===== config.mk =====
export PLATFORM = sky130hd
export DESIGN_NAME = background_alpha_composite_flat
export DESIGN_NICKNAME = d
export VERILOG_FILES = /design/src/sv/bac_pkg.sv /design/src/sv/bac_in_if.sv /design/src/sv/bac_out_if.sv /design/src/sv/background_alpha_composite.sv /design/src/sv/bac_lane.sv /design/src/flat_wrapper.sv
export SDC_FILE = /design/constraint.sdc
export NUM_CORES = 2
export LEC_CHECK = 0
export BUFFER_PORTS_ARGS = -buffer_cell sky130_fd_sc_hd__buf_2
export CORE_MARGIN = 8
export CORE_UTILIZATION = 59
export CTS_BUF_LIST = sky130_fd_sc_hd__clkbuf_8 sky130_fd_sc_hd__clkbuf_16
export CTS_CLUSTER_DIAMETER = 60
export CTS_CLUSTER_SIZE = 8
export DETAILED_ROUTE_END_ITERATION = 7
export HOLD_SLACK_MARGIN = 0.08
export PLACE_DENSITY_LB_ADDON = 0.08
export SLEW_MARGIN = 20
export SYNTH_ARGS = -nofsm -noshare
export SYNTH_HDL_FRONTEND = slang
export SYNTH_SLANG_ARGS = --single-unit

===== constraint.sdc =====
create_clock -name i_clk -period 20.9 [get_ports i_clk]
set_clock_uncertainty 0.1 [all_clocks]
set_input_delay 3.135 -clock i_clk [delete_from_list [all_inputs] [get_ports i_clk]]
set_output_delay 3.135 -clock i_clk [all_outputs]
set_load 0.005 [all_outputs]

===== src/sv/bac_pkg.sv =====
// ----------------------------------------------------------------------------
// bac_pkg
// Shared types and constants of the background alpha compositor.
// ----------------------------------------------------------------------------
package bac_pkg;

    localparam int BYTE_W        = 8;
    localparam int NUM_LANES     = 8;
    localparam int PIX_W         = BYTE_W * NUM_LANES;
    localparam int MODE_W        = 3;
    localparam int CFG_IDX_W     = 1;
    localparam int CFG_DATA_W    = 64;
    localparam int SPOT_CHANNELS = 4;
    localparam int DEVN_LANES    = (SPOT_CHANNELS + 4 > NUM_LANES) ?
                                   NUM_LANES : SPOT_CHANNELS + 4;

    localparam logic [BYTE_W-1:0] FULL_ALPHA = 8'hff;
    localparam int XBGR_FILL_LANE = 3;

    // Register indexes on the configuration port.
    localparam logic [CFG_IDX_W-1:0] CFG_COLOR_MODE = 1'b0;
    localparam logic [CFG_IDX_W-1:0] CFG_BACKGROUND = 1'b1;

    localparam logic [MODE_W-1:0] COLOR_MODE_RESET = 3'd2;

    typedef enum logic [MODE_W-1:0] {
        MODE_MONO1 = 3'd0,
        MODE_MONO8 = 3'd1,
        MODE_RGB   = 3'd2,
        MODE_XBGR  = 3'd3,
        MODE_CMYK  = 3'd4,
        MODE_DEVN  = 3'd5
    } t_mode;

    // Per-pixel control that travels down the pipeline with the data.
    typedef struct packed {
        logic                 mono1;
        logic                 xbgr;
        logic [NUM_LANES-1:0] mask;
    } t_ctl;

    // Mask with the lowest n lanes set.
    function automatic logic [NUM_LANES-1:0] low_lanes(input int n);
        logic [NUM_LANES-1:0] m;
        m = '0;
        for (int i = 0; i < NUM_LANES; i++) begin
            if (i < n) begin
                m[i] = 1'b1;
            end
        end
        return m;
    endfunction

endpackage


===== src/sv/bac_in_if.sv =====
// ----------------------------------------------------------------------------
// bac_in_if
// Input pixel channel: coverage and packed channel bytes.
// ----------------------------------------------------------------------------
interface bac_in_if
    import bac_pkg::*;
();
    logic              valid;
    logic              ready;
    logic [BYTE_W-1:0] coverage;
    logic [PIX_W-1:0]  pixel_in;

    modport source (output valid, output coverage, output pixel_in, input ready);
    modport sink   (input valid, input coverage, input pixel_in, output ready);
endinterface


===== src/sv/bac_out_if.sv =====
// ----------------------------------------------------------------------------
// bac_out_if
// Output pixel channel: packed blended channel bytes.
// ----------------------------------------------------------------------------
interface bac_out_if
    import bac_pkg::*;
();
    logic             valid;
    logic             ready;
    logic [PIX_W-1:0] pixel_out;

    modport source (output valid, output pixel_out, input ready);
    modport sink   (input valid, input pixel_out, output ready);
endinterface


===== src/sv/background_alpha_composite.sv =====
// ----------------------------------------------------------------------------
// background_alpha_composite
// Blends each pixel over a fixed background color by its 8-bit coverage.
// ----------------------------------------------------------------------------
// Usage:
//   Pixels arrive on i_pix (coverage and up to eight packed channel bytes)
//   and leave on o_pix; a transfer happens when valid and ready are both
//   high. Each active channel byte becomes the rounded value of
//   ((255 - coverage) * bg + coverage * pix) / 255; other bytes pass through.
//   color_mode and background_color are written through i_cfg_we, i_cfg_idx
//   and i_cfg_data. The user must write them only while no pixel is in flight;
//   the block itself does not enforce it.
//   The pipeline has four register stages: mode decode and operand select,
//   the two 8x8 multiplies of every lane, the sum with the divide by 255,
//   and the output register where mono1 and xbgr fix-ups are applied. A
//   result passes these stages in order and is valid on o_pix from the
//   output register; one pixel is taken in every cycle for as long as o_pix
//   is ready.
//
//   All stages advance together. While the output register holds a result
//   that is not taken, the whole pipeline holds and i_pix.ready is low, so
//   nothing is lost or repeated; bubbles ahead of the stalled result do not
//   shrink. Reset clears the stage valid bits and sets color_mode to RGB
//   and the background to black.
// ----------------------------------------------------------------------------
module background_alpha_composite
    import bac_pkg::*;
(
    input  logic                  i_clk,
    input  logic                  i_rst_n,
    bac_in_if.sink                i_pix,
    bac_out_if.source             o_pix,
    input  logic                  i_cfg_we,
    input  logic [CFG_IDX_W-1:0]  i_cfg_idx,
    input  logic [CFG_DATA_W-1:0] i_cfg_data
);

    // Configuration registers.
    logic [MODE_W-1:0] r_color_mode;
    logic [PIX_W-1:0]  r_background;

    // Global advance: every stage moves when the output slot is free or
    // being emptied in this cycle.
    logic adv;

    // Stage 1: decoded control and lane operands.
    logic              r_s1_v;
    t_ctl              r_s1_ctl;
    t_ctl              n_s1_ctl;
    logic [BYTE_W-1:0] r_s1_alpha;
    logic [PIX_W-1:0]  r_s1_pix;
    logic [PIX_W-1:0]  r_s1_op;
    logic [PIX_W-1:0]  n_s1_op;
    logic [PIX_W-1:0]  r_s1_bg;

    // Stages 2 and 3: control and original pixel ride along with the lanes.
    logic              r_s2_v;
    t_ctl              r_s2_ctl;
    logic [PIX_W-1:0]  r_s2_pix;
    logic              r_s3_v;
    t_ctl              r_s3_ctl;
    logic [PIX_W-1:0]  r_s3_pix;

    // Stage 4: output register.
    logic              r_out_v;
    logic [PIX_W-1:0]  r_out_pix;
    logic [PIX_W-1:0]  n_out_pix;

    logic [PIX_W-1:0]  lane_res;

    assign adv         = !r_out_v || o_pix.ready;
    assign i_pix.ready = adv;

    always_ff @(posedge i_clk) begin
        if (!i_rst_n) begin
            r_color_mode <= COLOR_MODE_RESET;
            r_background <= '0;
        end else if (i_cfg_we) begin
            unique case (i_cfg_idx)
                CFG_COLOR_MODE: r_color_mode <= i_cfg_data[MODE_W-1:0];
                CFG_BACKGROUND: r_background <= i_cfg_data[PIX_W-1:0];
                default: ;
            endcase
        end
    end

    // Mode decode. Unused mode codes blend nothing, so the pixel passes.
    always_comb begin
        n_s1_ctl = '0;
        n_s1_op  = i_pix.pixel_in;
        unique case (r_color_mode)
            MODE_MONO1: begin
                // The single bit is widened to a full byte before blending.
                n_s1_ctl.mono1       = 1'b1;
                n_s1_ctl.mask        = low_lanes(1);
                n_s1_op[BYTE_W-1:0]  = {BYTE_W{i_pix.pixel_in[0]}};
            end
            MODE_MONO8: n_s1_ctl.mask = low_lanes(1);
            MODE_RGB:   n_s1_ctl.mask = low_lanes(3);
            MODE_XBGR: begin
                n_s1_ctl.mask = low_lanes(3);
                n_s1_ctl.xbgr = 1'b1;
            end
            MODE_CMYK:  n_s1_ctl.mask = low_lanes(4);
            MODE_DEVN:  n_s1_ctl.mask = low_lanes(DEVN_LANES);
            default:    n_s1_ctl.mask = '0;
        endcase
    end

    always_ff @(posedge i_clk) begin
        if (!i_rst_n) begin
            r_s1_v  <= 1'b0;
            r_s2_v  <= 1'b0;
            r_s3_v  <= 1'b0;
            r_out_v <= 1'b0;
        end else if (adv) begin
            r_s1_v  <= i_pix.valid;
            r_s2_v  <= r_s1_v;
            r_s3_v  <= r_s2_v;
            r_out_v <= r_s3_v;
        end
    end

    always_ff @(posedge i_clk) begin
        if (adv) begin
            r_s1_ctl   <= n_s1_ctl;
            r_s1_alpha <= i_pix.coverage;
            r_s1_pix   <= i_pix.pixel_in;
            r_s1_op    <= n_s1_op;
            r_s1_bg    <= r_background;
            r_s2_ctl   <= r_s1_ctl;
            r_s2_pix   <= r_s1_pix;
            r_s3_ctl   <= r_s2_ctl;
            r_s3_pix   <= r_s2_pix;
            r_out_pix  <= n_out_pix;
        end
    end

    // Eight identical byte lanes; each holds stages 2 and 3 internally.
    for (genvar g = 0; g < NUM_LANES; g++) begin : g_lane
        bac_lane u_lane (
            .i_clk   (i_clk),
            .i_en    (adv),
            .i_alpha (r_s1_alpha),
            .i_bg    (r_s1_bg[g*BYTE_W +: BYTE_W]),
            .i_pix   (r_s1_op[g*BYTE_W +: BYTE_W]),
            .o_res   (lane_res[g*BYTE_W +: BYTE_W])
        );
    end

    // Output assembly: blended bytes where the mask says so, original bytes
    // elsewhere, then the alpha byte fill for xbgr and the single result bit
    // for mono1 (the top bit of the blended byte).
    always_comb begin
        n_out_pix = r_s3_pix;
        for (int i = 0; i < NUM_LANES; i++) begin
            if (r_s3_ctl.mask[i]) begin
                n_out_pix[i*BYTE_W +: BYTE_W] = lane_res[i*BYTE_W +: BYTE_W];
            end
        end
        if (r_s3_ctl.xbgr) begin
            n_out_pix[XBGR_FILL_LANE*BYTE_W +: BYTE_W] = FULL_ALPHA;
        end
        if (r_s3_ctl.mono1) begin
            n_out_pix = {r_s3_pix[PIX_W-1:1], lane_res[BYTE_W-1]};
        end
    end

    assign o_pix.valid     = r_out_v;
    assign o_pix.pixel_out = r_out_pix;

endmodule


===== src/sv/bac_lane.sv =====
// ----------------------------------------------------------------------------
// bac_lane
// One channel byte blend: multiply stage, then sum and divide-by-255 stage.
// ----------------------------------------------------------------------------
module bac_lane
    import bac_pkg::*;
(
    input  logic              i_clk,
    input  logic              i_en,
    input  logic [BYTE_W-1:0] i_alpha,
    input  logic [BYTE_W-1:0] i_bg,
    input  logic [BYTE_W-1:0] i_pix,
    output logic [BYTE_W-1:0] o_res
);

    localparam int PROD_W = 2 * BYTE_W;
    localparam int SUM_W  = PROD_W + 1;

    logic [PROD_W-1:0] r_prod_bg;
    logic [PROD_W-1:0] r_prod_pix;
    logic [BYTE_W-1:0] r_res;
    logic [BYTE_W-1:0] n_res;
    logic [SUM_W-1:0]  sum;
    logic [SUM_W-1:0]  rounded;

    always_ff @(posedge i_clk) begin
        if (i_en) begin
            r_prod_bg  <= PROD_W'(FULL_ALPHA - i_alpha) * PROD_W'(i_bg);
            r_prod_pix <= PROD_W'(i_alpha) * PROD_W'(i_pix);
            r_res      <= n_res;
        end
    end

    // Rounded division by 255 of a sum that never exceeds 255 * 255.
    always_comb begin
        sum     = {1'b0, r_prod_bg} + {1'b0, r_prod_pix};
        rounded = sum + (sum >> BYTE_W) + SUM_W'(9'h080);
        n_res   = rounded[BYTE_W +: BYTE_W];
    end

    assign o_res = r_res;

endmodule


===== src/flat_wrapper.sv =====
// flat-port wrapper written by rule: the top's interface ports become plain ports
module background_alpha_composite_flat import bac_pkg::*;
  (i_clk, i_rst_n, i_cfg_we, i_cfg_idx, i_cfg_data, i_pix_valid, i_pix_coverage, i_pix_pixel_in, i_pix_ready, o_pix_valid, o_pix_pixel_out, o_pix_ready);
  bac_in_if i_pix_i ();
  bac_out_if o_pix_i ();
  input  logic i_clk;
  input  logic i_rst_n;
  input  logic i_cfg_we;
  input  logic [CFG_IDX_W-1:0] i_cfg_idx;
  input  logic [CFG_DATA_W-1:0] i_cfg_data;
  input wire logic [$bits(i_pix_i.valid)-1:0] i_pix_valid;
  input wire logic [$bits(i_pix_i.coverage)-1:0] i_pix_coverage;
  input wire logic [$bits(i_pix_i.pixel_in)-1:0] i_pix_pixel_in;
  output wire logic [$bits(i_pix_i.ready)-1:0] i_pix_ready;
  output wire logic [$bits(o_pix_i.valid)-1:0] o_pix_valid;
  output wire logic [$bits(o_pix_i.pixel_out)-1:0] o_pix_pixel_out;
  input wire logic [$bits(o_pix_i.ready)-1:0] o_pix_ready;
  assign i_pix_i.valid = i_pix_valid;
  assign i_pix_i.coverage = i_pix_coverage;
  assign i_pix_i.pixel_in = i_pix_pixel_in;
  assign i_pix_ready = i_pix_i.ready;
  assign o_pix_valid = o_pix_i.valid;
  assign o_pix_pixel_out = o_pix_i.pixel_out;
  assign o_pix_i.ready = o_pix_ready;
  background_alpha_composite u_core (.i_clk(i_clk), .i_rst_n(i_rst_n), .i_pix(i_pix_i), .o_pix(o_pix_i), .i_cfg_we(i_cfg_we), .i_cfg_idx(i_cfg_idx), .i_cfg_data(i_cfg_data));
endmodule

# Yosys cells after proc, flatten, opt, wreduce, memory -nomap -nowiden
# Cells that the tools add are included.
# Widths: inputs -> output; s select.
classes:
  n_mux: 14
  reduce_logical: 7
  mul: 16
  add_sub_neg: 25
  eq_ne: 5
  bitwise_logic: 1
ops:
  columns: ["cell", "n"]
  rows:
  - ["$add 16x16->17", 8]
  - ["$add 16x8->16 const B", 8]
  - ["$add 16x9->16", 8]
  - ["$mul 16x8->16", 8]
  - ["$mul 8x8->16", 8]
  - ["$mux 8", 10]
  - ["$mux 64", 1]
  - ["$pmux 8 s4", 1]
  - ["$sub 8x8->9 const A", 1]
  - ["$eq 3x2->1 const B", 2]
  - ["$eq 3x3->1 const B", 2]
  - ["$reduce_and 2->1", 2]
  - ["$reduce_or 2->1", 2]
  - ["$eq 3x1->1 const B", 1]
  - ["$logic_not 3->1", 1]
  - ["$mux 1", 2]
  - ["$logic_not 1->1", 1]
  - ["$logic_or 1x1->1", 1]
  - ["$not 1->1", 1]
word_totals:
  output_inout_bits: 66
  wordCells: 114
  reg_bits: 813
  input_bits: 142

# Longest topological paths before layout
depth:
  word_depth: 3
  depth_mapped: 21
  ltp_nobuf: 21

# By module
# A second synthesis with hierarchy kept.
hier_totals:
  hier_cells: 6178
  hier_area_um2: 67068.1
modules_own_cells:
  columns: ["mod", "area_each_um2", "n_inst", "cells_each", "seq_area_each_um2"]
  rows:
  - ["background_alpha_composite", 14191.1, 1, 764, 12021.5]
  - ["bac_lane (u_core.g_lane[1].u_lane ...)", 6538.8, 2, 672, 1201.2]
  - ["bac_lane (u_core.g_lane[7].u_lane)", 6732.7, 1, 691, 1201.2]
  - ["bac_lane (u_core.g_lane[0].u_lane)", 6708.9, 1, 671, 1201.2]
  - ["bac_lane (u_core.g_lane[5].u_lane)", 6648.9, 1, 690, 1201.2]
  - ["bac_lane (u_core.g_lane[3].u_lane)", 6645.1, 1, 679, 1201.2]
  - ["bac_lane (u_core.g_lane[6].u_lane)", 6571.3, 1, 673, 1201.2]
  - ["bac_lane (u_core.g_lane[4].u_lane)", 6492.5, 1, 666, 1201.2]

# Least setup slack after synthesis
# No wires, ideal clock.
synth_path:
  path_kind: "input-to-output"
  from: "in o_pix_ready"
  to: "out i_pix_ready"
  required_ns: 17.665
  arrival_time_ns: 16.279
  slack_ns: 1.386
  n_path_buf: 1
  path_stages: 3
  cell_sequence: "nor2b_1 > clkbuf_1 > inv_1"
synth_between:
  elab_chain_cells: 1
synth_lines:
  columns: ["element", "line", "text"]
  rows:
  - ["from (decl)", "flat_wrapper.sv:17", "input wire logic [$bits(o_pix_i.ready)-1:0] o_pix_ready;"]
  - ["$logic_or 1x1->1", "background_alpha_composite.sv:71", "assign adv = !r_out_v || o_pix.ready;"]
  - ["to (decl)", "flat_wrapper.sv:14", "output wire logic [$bits(i_pix_i.ready)-1:0] i_pix_ready;"]
# Every way passes these cells.

# Worst setup path after layout
# Same ends and word-level chain as after synthesis.

==> reports/results.md <==
| Step | Metric | Value |
|:---|:---|:---|
| floorplanning | Number of ports placed on the die boundary | 208 |
| synth | Synth top area share | 30.4% |
| critical path | CP Launch Type | input port |
| grt | Number of antenna violations at the first check in global routing | 2 |
| critical path | Highest fanout seen on the critical path | 66 |
| route | Starting DRT DRC Count | 2,141 |
| cts | Number of buffers inserted during clock tree synthesis | 113 |
| run status | Status | finished clean |
| route | Count of vias placed by the detailed router | 43,700 |
| synth | Library cell occupying the most area in the post-synthesis netlist | edfxtp_1 |
| floorplanning | Horizontal extent of the die | 351 microns |
| grt | Maximum number of pins on one net before global-route repair | 158 |
| cells and area | Synthesis-to-layout area growth | 9.01% |
| cells and area | Flip-flop and latch area | 21,600 sq um |
| cts | Cts hold-fix bufs | 0 |
| route | Length of the first detailed-routing pass in iterations | 5 |
| critical path | R2R cell count | 17 |
| grt | Global-route congestion overflow total | 0 |
| power | Leakage power | 34.7 nW |
| critical path | Total number of cells along the worst setup path | 4 |
| route | Vias per cell | 5.47 |
| cts | Clock root buffer master | clkbuf_16 |
| power | Internal Power | 5.08 mW |
| placement | Final GP Congestion | 0.860 |
| route | DR WL/cell | 17.7 microns |
| cts | Setup Buffers After CTS | 0 |
| critical path | Peak per-stage delay on the critical path | 0.55 ns |
| cts | Clock insertion delay at the later pin of the skew report | 0.69 ns |
| power | Power density over cell area | 116 nW/um^2 |
| critical path | Reg-to-Reg End | u_core.g_lane[4].u_lane.r_prod_bg[15] |
| cells and area | Fraction of layout instances using a drive strength above 1 | 7.57% |
| critical path | Startpoint of the lowest-slack register-to-register path | u_core.r_s1_alpha[1] |
| critical path | Setup slack of the worst register-to-register path | 14.16 ns |
| floorplanning | Die Span Y | 351 microns |
| worst hold path | Number of cells on the worst hold path | 0 |
| timing | Clock period minus worst slack | 7.64 ns |
| placement | Worst slack, placed | 13.23 ns |
| timing | RSZ-0062 raised after global routing | false |
| grt | Total routing usage reported by global routing | 23.4% |
| cells and area | Area of combinational cells with multiple inputs | 40,800 sq um |
| critical path | Kind of critical path | in2out |
| run | Count of maximum capacitance violations | 0 |
| power | Switching Fraction | 39.5% |
| critical path | Critical path endpoint category | output port |
| synth | Count of unique library cells instantiated by Yosys | 86 |
| critical path | Gate family responsible for the most delay along the worst path | buffers and inverters |
| critical path | Cell chain of the critical path | buf_2, nor2b_1, inv_8, buf_2 |
| cts | Maximum root-to-sink buffer count | 3 |
| cts | Clock-pin transition on the worst setup and hold timing paths | 0.05 ns |
| timing | Final Cycle Share | 36.5% |
| synth | Total nets after synthesis | 7,770 |
| timing | Maximum clock frequency | 0.131 GHz |
| timing | Final setup vio count | 0 |
| critical path | Req. time, crit path | 17.67 ns |
| cells and area | Nets@finish | 7,979 |
| placement | HPWL reported at the end of detailed placement | 105 mm |
| floorplanning | Total core area | 112,000 sq um |
| floorplanning | Die area | 124,000 sq um |
| cts | CTS tree | built |
| power | IR Drop Worst-Case VDD | 0.0864 mV |
| synth | Count of flip-flops with a built-in enable after synthesis | 673 |
| timing | Final Max Tran Viols | 0 |
| power | Portion of total power attributed to combinational logic | 52.7% |
| worst hold path | Hold Path End | u_core.r_s3_pix[41] |
| grt | Via count of the first global-routing pass | 46,000 |
| synth | Mapped Avg Cell Area | 10.7 sq um |
| synth | #FFs+latches synth | 744 |
| route | Final wirelength | 141 mm |
| power | Switching pwr | 3.31 mW |
| timing | Post-route setup TNS | 0 ns |
| placement | Port-buffer cells | 207 |
| timing | Worst slew margin relative to its limit | 26.1% |
| synth | Post-synthesis cell area | 66,400 sq um |
| cells and area | Filler cell count | 9,138 |
| critical path | CP dominant cell by count | buf_2 |
| synth | Primary flip-flop cell chosen by synthesis mapping | edfxtp_1 |
| critical path | Highest-delay cell along the critical path | nor2b_1 |
| power | Proportion of power drawn by the clock network | 20.0% |
| synth | Share of synthesized area occupied by flip-flops and latches | 32.6% |
| synth | Async S/R FF share, synth | 0% |
| synth | Biggest area contributors in the synthesized netlist | edfxtp_1, fa_1, ha_1, inv_1, nor2b_1 |
| timing | Count of endpoints failing hold in the final timing report | 0 |
| floorplanning | Site Rows | 123 |
| worst hold path | Worst Hold Launch | u_core.r_s2_pix[41] |
| cts | Post-cts resize count | 0 |
| route | Remaining design rule violation count | 0 |
| power | Sequential power share | 27.3% |
| cts | Clk sink count | 744 |
| synth | Gate count of the mapped netlist | 6,211 |
| route | Antenna-violating nets left | 0 |
| timing | Worst slew pin tran | 1.11 ns |
| cts | # H-tree levels | 3 |
| synth | Syn. warnings | 0 |
| grt | First-pass GRT wire length | 234 mm |
| critical path | Worst Path Arrival | 4.40 ns |
| floorplanning | Initial core utilization | 59.3% |
| timing | Final setup margin | 13.26 ns |
| critical path | Buffers and inverters on the worst path | 3 |
| worst hold path | HP Class | reg2reg |
## power groups by stage
| stage | sequential, mW | combinational (mW) | clock [mW] |
|---|---|---|---|
| floorplan | 2.24 | 3.40 | 0 |
| global placement | 2.32 | 4.29 | 0 |
| detailed placement | 2.32 | 4.40 | 0 |
| CTS | 2.30 | 4.45 | 1.71 |
| global route | 2.32 | 5.05 | 1.77 |
| finish | 2.29 | 4.42 | 1.67 |
## per-stage QoR
stage	instance area (sq um)	utilization, %	cells	hold WS, ns	power, mW
after floorplan	66400	-	6211	0.300	5.64
after global placement	69100	61.6	7805	0.300	6.61
after detailed placement	69100	61.6	7805	0.305	6.72
after CTS	72400	64.6	7984	0.298	8.46
after global routing	72400	64.6	7984	0.315	9.15
final	72400	64.6	7986	0.304	8.38
## final cells by class
type	instances	area share [%]
tap	1500	2.59
clock inverter	61	0.560
clock buffer	118	4.02
multi-input combinational	4410	56.4
sequential	744	29.9
timing repair buffer	241	1.82
antenna	2	0.00692
inverter	910	4.73
## Yosys cell counts, drive strengths merged (15+ instances only)
| cell type | count |
|---|---|
| or2 | 25 |
| fa | 584 |
| xnor2 | 245 |
| or3 | 41 |
| nor2 | 217 |
| o31ai | 18 |
| a21oi | 179 |
| o21ai | 113 |
| xor2 | 68 |
| ha | 833 |
| o21bai | 19 |
| nand2b | 140 |
| nor2b | 467 |
| nand3 | 62 |
| o21a | 37 |
| nand4 | 17 |
| a211oi | 22 |
| and2 | 424 |
| dfxtp | 71 |
| mux2 | 57 |
| a41oi | 15 |
| nand2 | 375 |
| a31oi | 17 |
| and3 | 25 |
| a21boi | 98 |
| edfxtp | 673 |
| a21o | 73 |
| inv | 910 |
| nor3 | 76 |
| clkbuf | 139 |
## metal layers
| layer | wire length [microns] | vias to the layer above | track usage [%] |
|---|---|---|---|
| met5 | 0 | - | 0 |
| met4 | 3350 | 0 | 6.53 |
| met3 | 5740 | 194 | 2.73 |
| met2 | 69500 | 740 | 41.1 |
| met1 | 62800 | 21700 | 30.8 |
| li1 | - | 21100 | - |
## worst register-to-register path, stage by stage (launching register included)
cell	delay (ns)
edfxtp_1	1.07
buf_4	0.70
buf_4	0.72
nor2b_1	0.17
fa_1	0.41
fa_1	0.49
inv_1	0.05
fa_1	0.49
fa_1	0.50
inv_1	0.04
ha_1	0.31
o21ai_0	0.14
a21boi_0	0.16
o21ai_0	0.25
a22oi_1	0.13
a41o_1	0.28
o41a_1	0.32
xnor2_1	0.13
## sequential cells by signal (all words and copies together), names as in the netlist, 8 cells and up
| name | cells |
|---|---|
| u_core.g_lane.u_lane.r_prod_pix | 128 |
| u_core.r_background | 64 |
| u_core.r_s3_pix | 64 |
| u_core.r_s1_alpha | 8 |
| u_core.o_pix.pixel_out | 64 |
| u_core.g_lane.u_lane.r_prod_bg | 128 |
| u_core.g_lane.u_lane.o_res | 64 |
| u_core.r_s2_pix | 64 |
| u_core.r_s1_bg | 64 |
| u_core.r_s1_op | 64 |
## cell families after synthesis
logic type	Yosys count	share of synthesized area, %
AND/OR/NAND/NOR	1901	15.5
adder cells (fa/ha/maj)	1417	33.3
buffers and inverters	1057	5.98
flip-flops	744	32.6
AO/OA/AOI/OAI	711	7.33
XOR/XNOR	313	4.14
multiplexers	68	1.13
## placed cells by master, fill, tap and decap left out, drive strengths merged, types with 140 or more instances in the layout
cell type	netlist	layout
inv	910	953
ha	833	833
edfxtp	673	673
fa	584	584
nor2b	467	467
and2	424	424
nand2	375	375
xnor2	245	245
buf	8	241
nor2	217	217
a21oi	179	179
nand2b	140	140
## worst max path at each step
stage	slack, ns	start	endpoint
after global routing	13.17	o_pix_ready	i_pix_ready
final	13.26	o_pix_ready	i_pix_ready
after CTS	13.22	o_pix_ready	i_pix_ready
after detailed placement	13.23	o_pix_ready	i_pix_ready
after floorplan	1.39	o_pix_ready	i_pix_ready
after global placement	13.25	o_pix_ready	i_pix_ready
No activity file was read; power rests on OpenSTA's default activity.
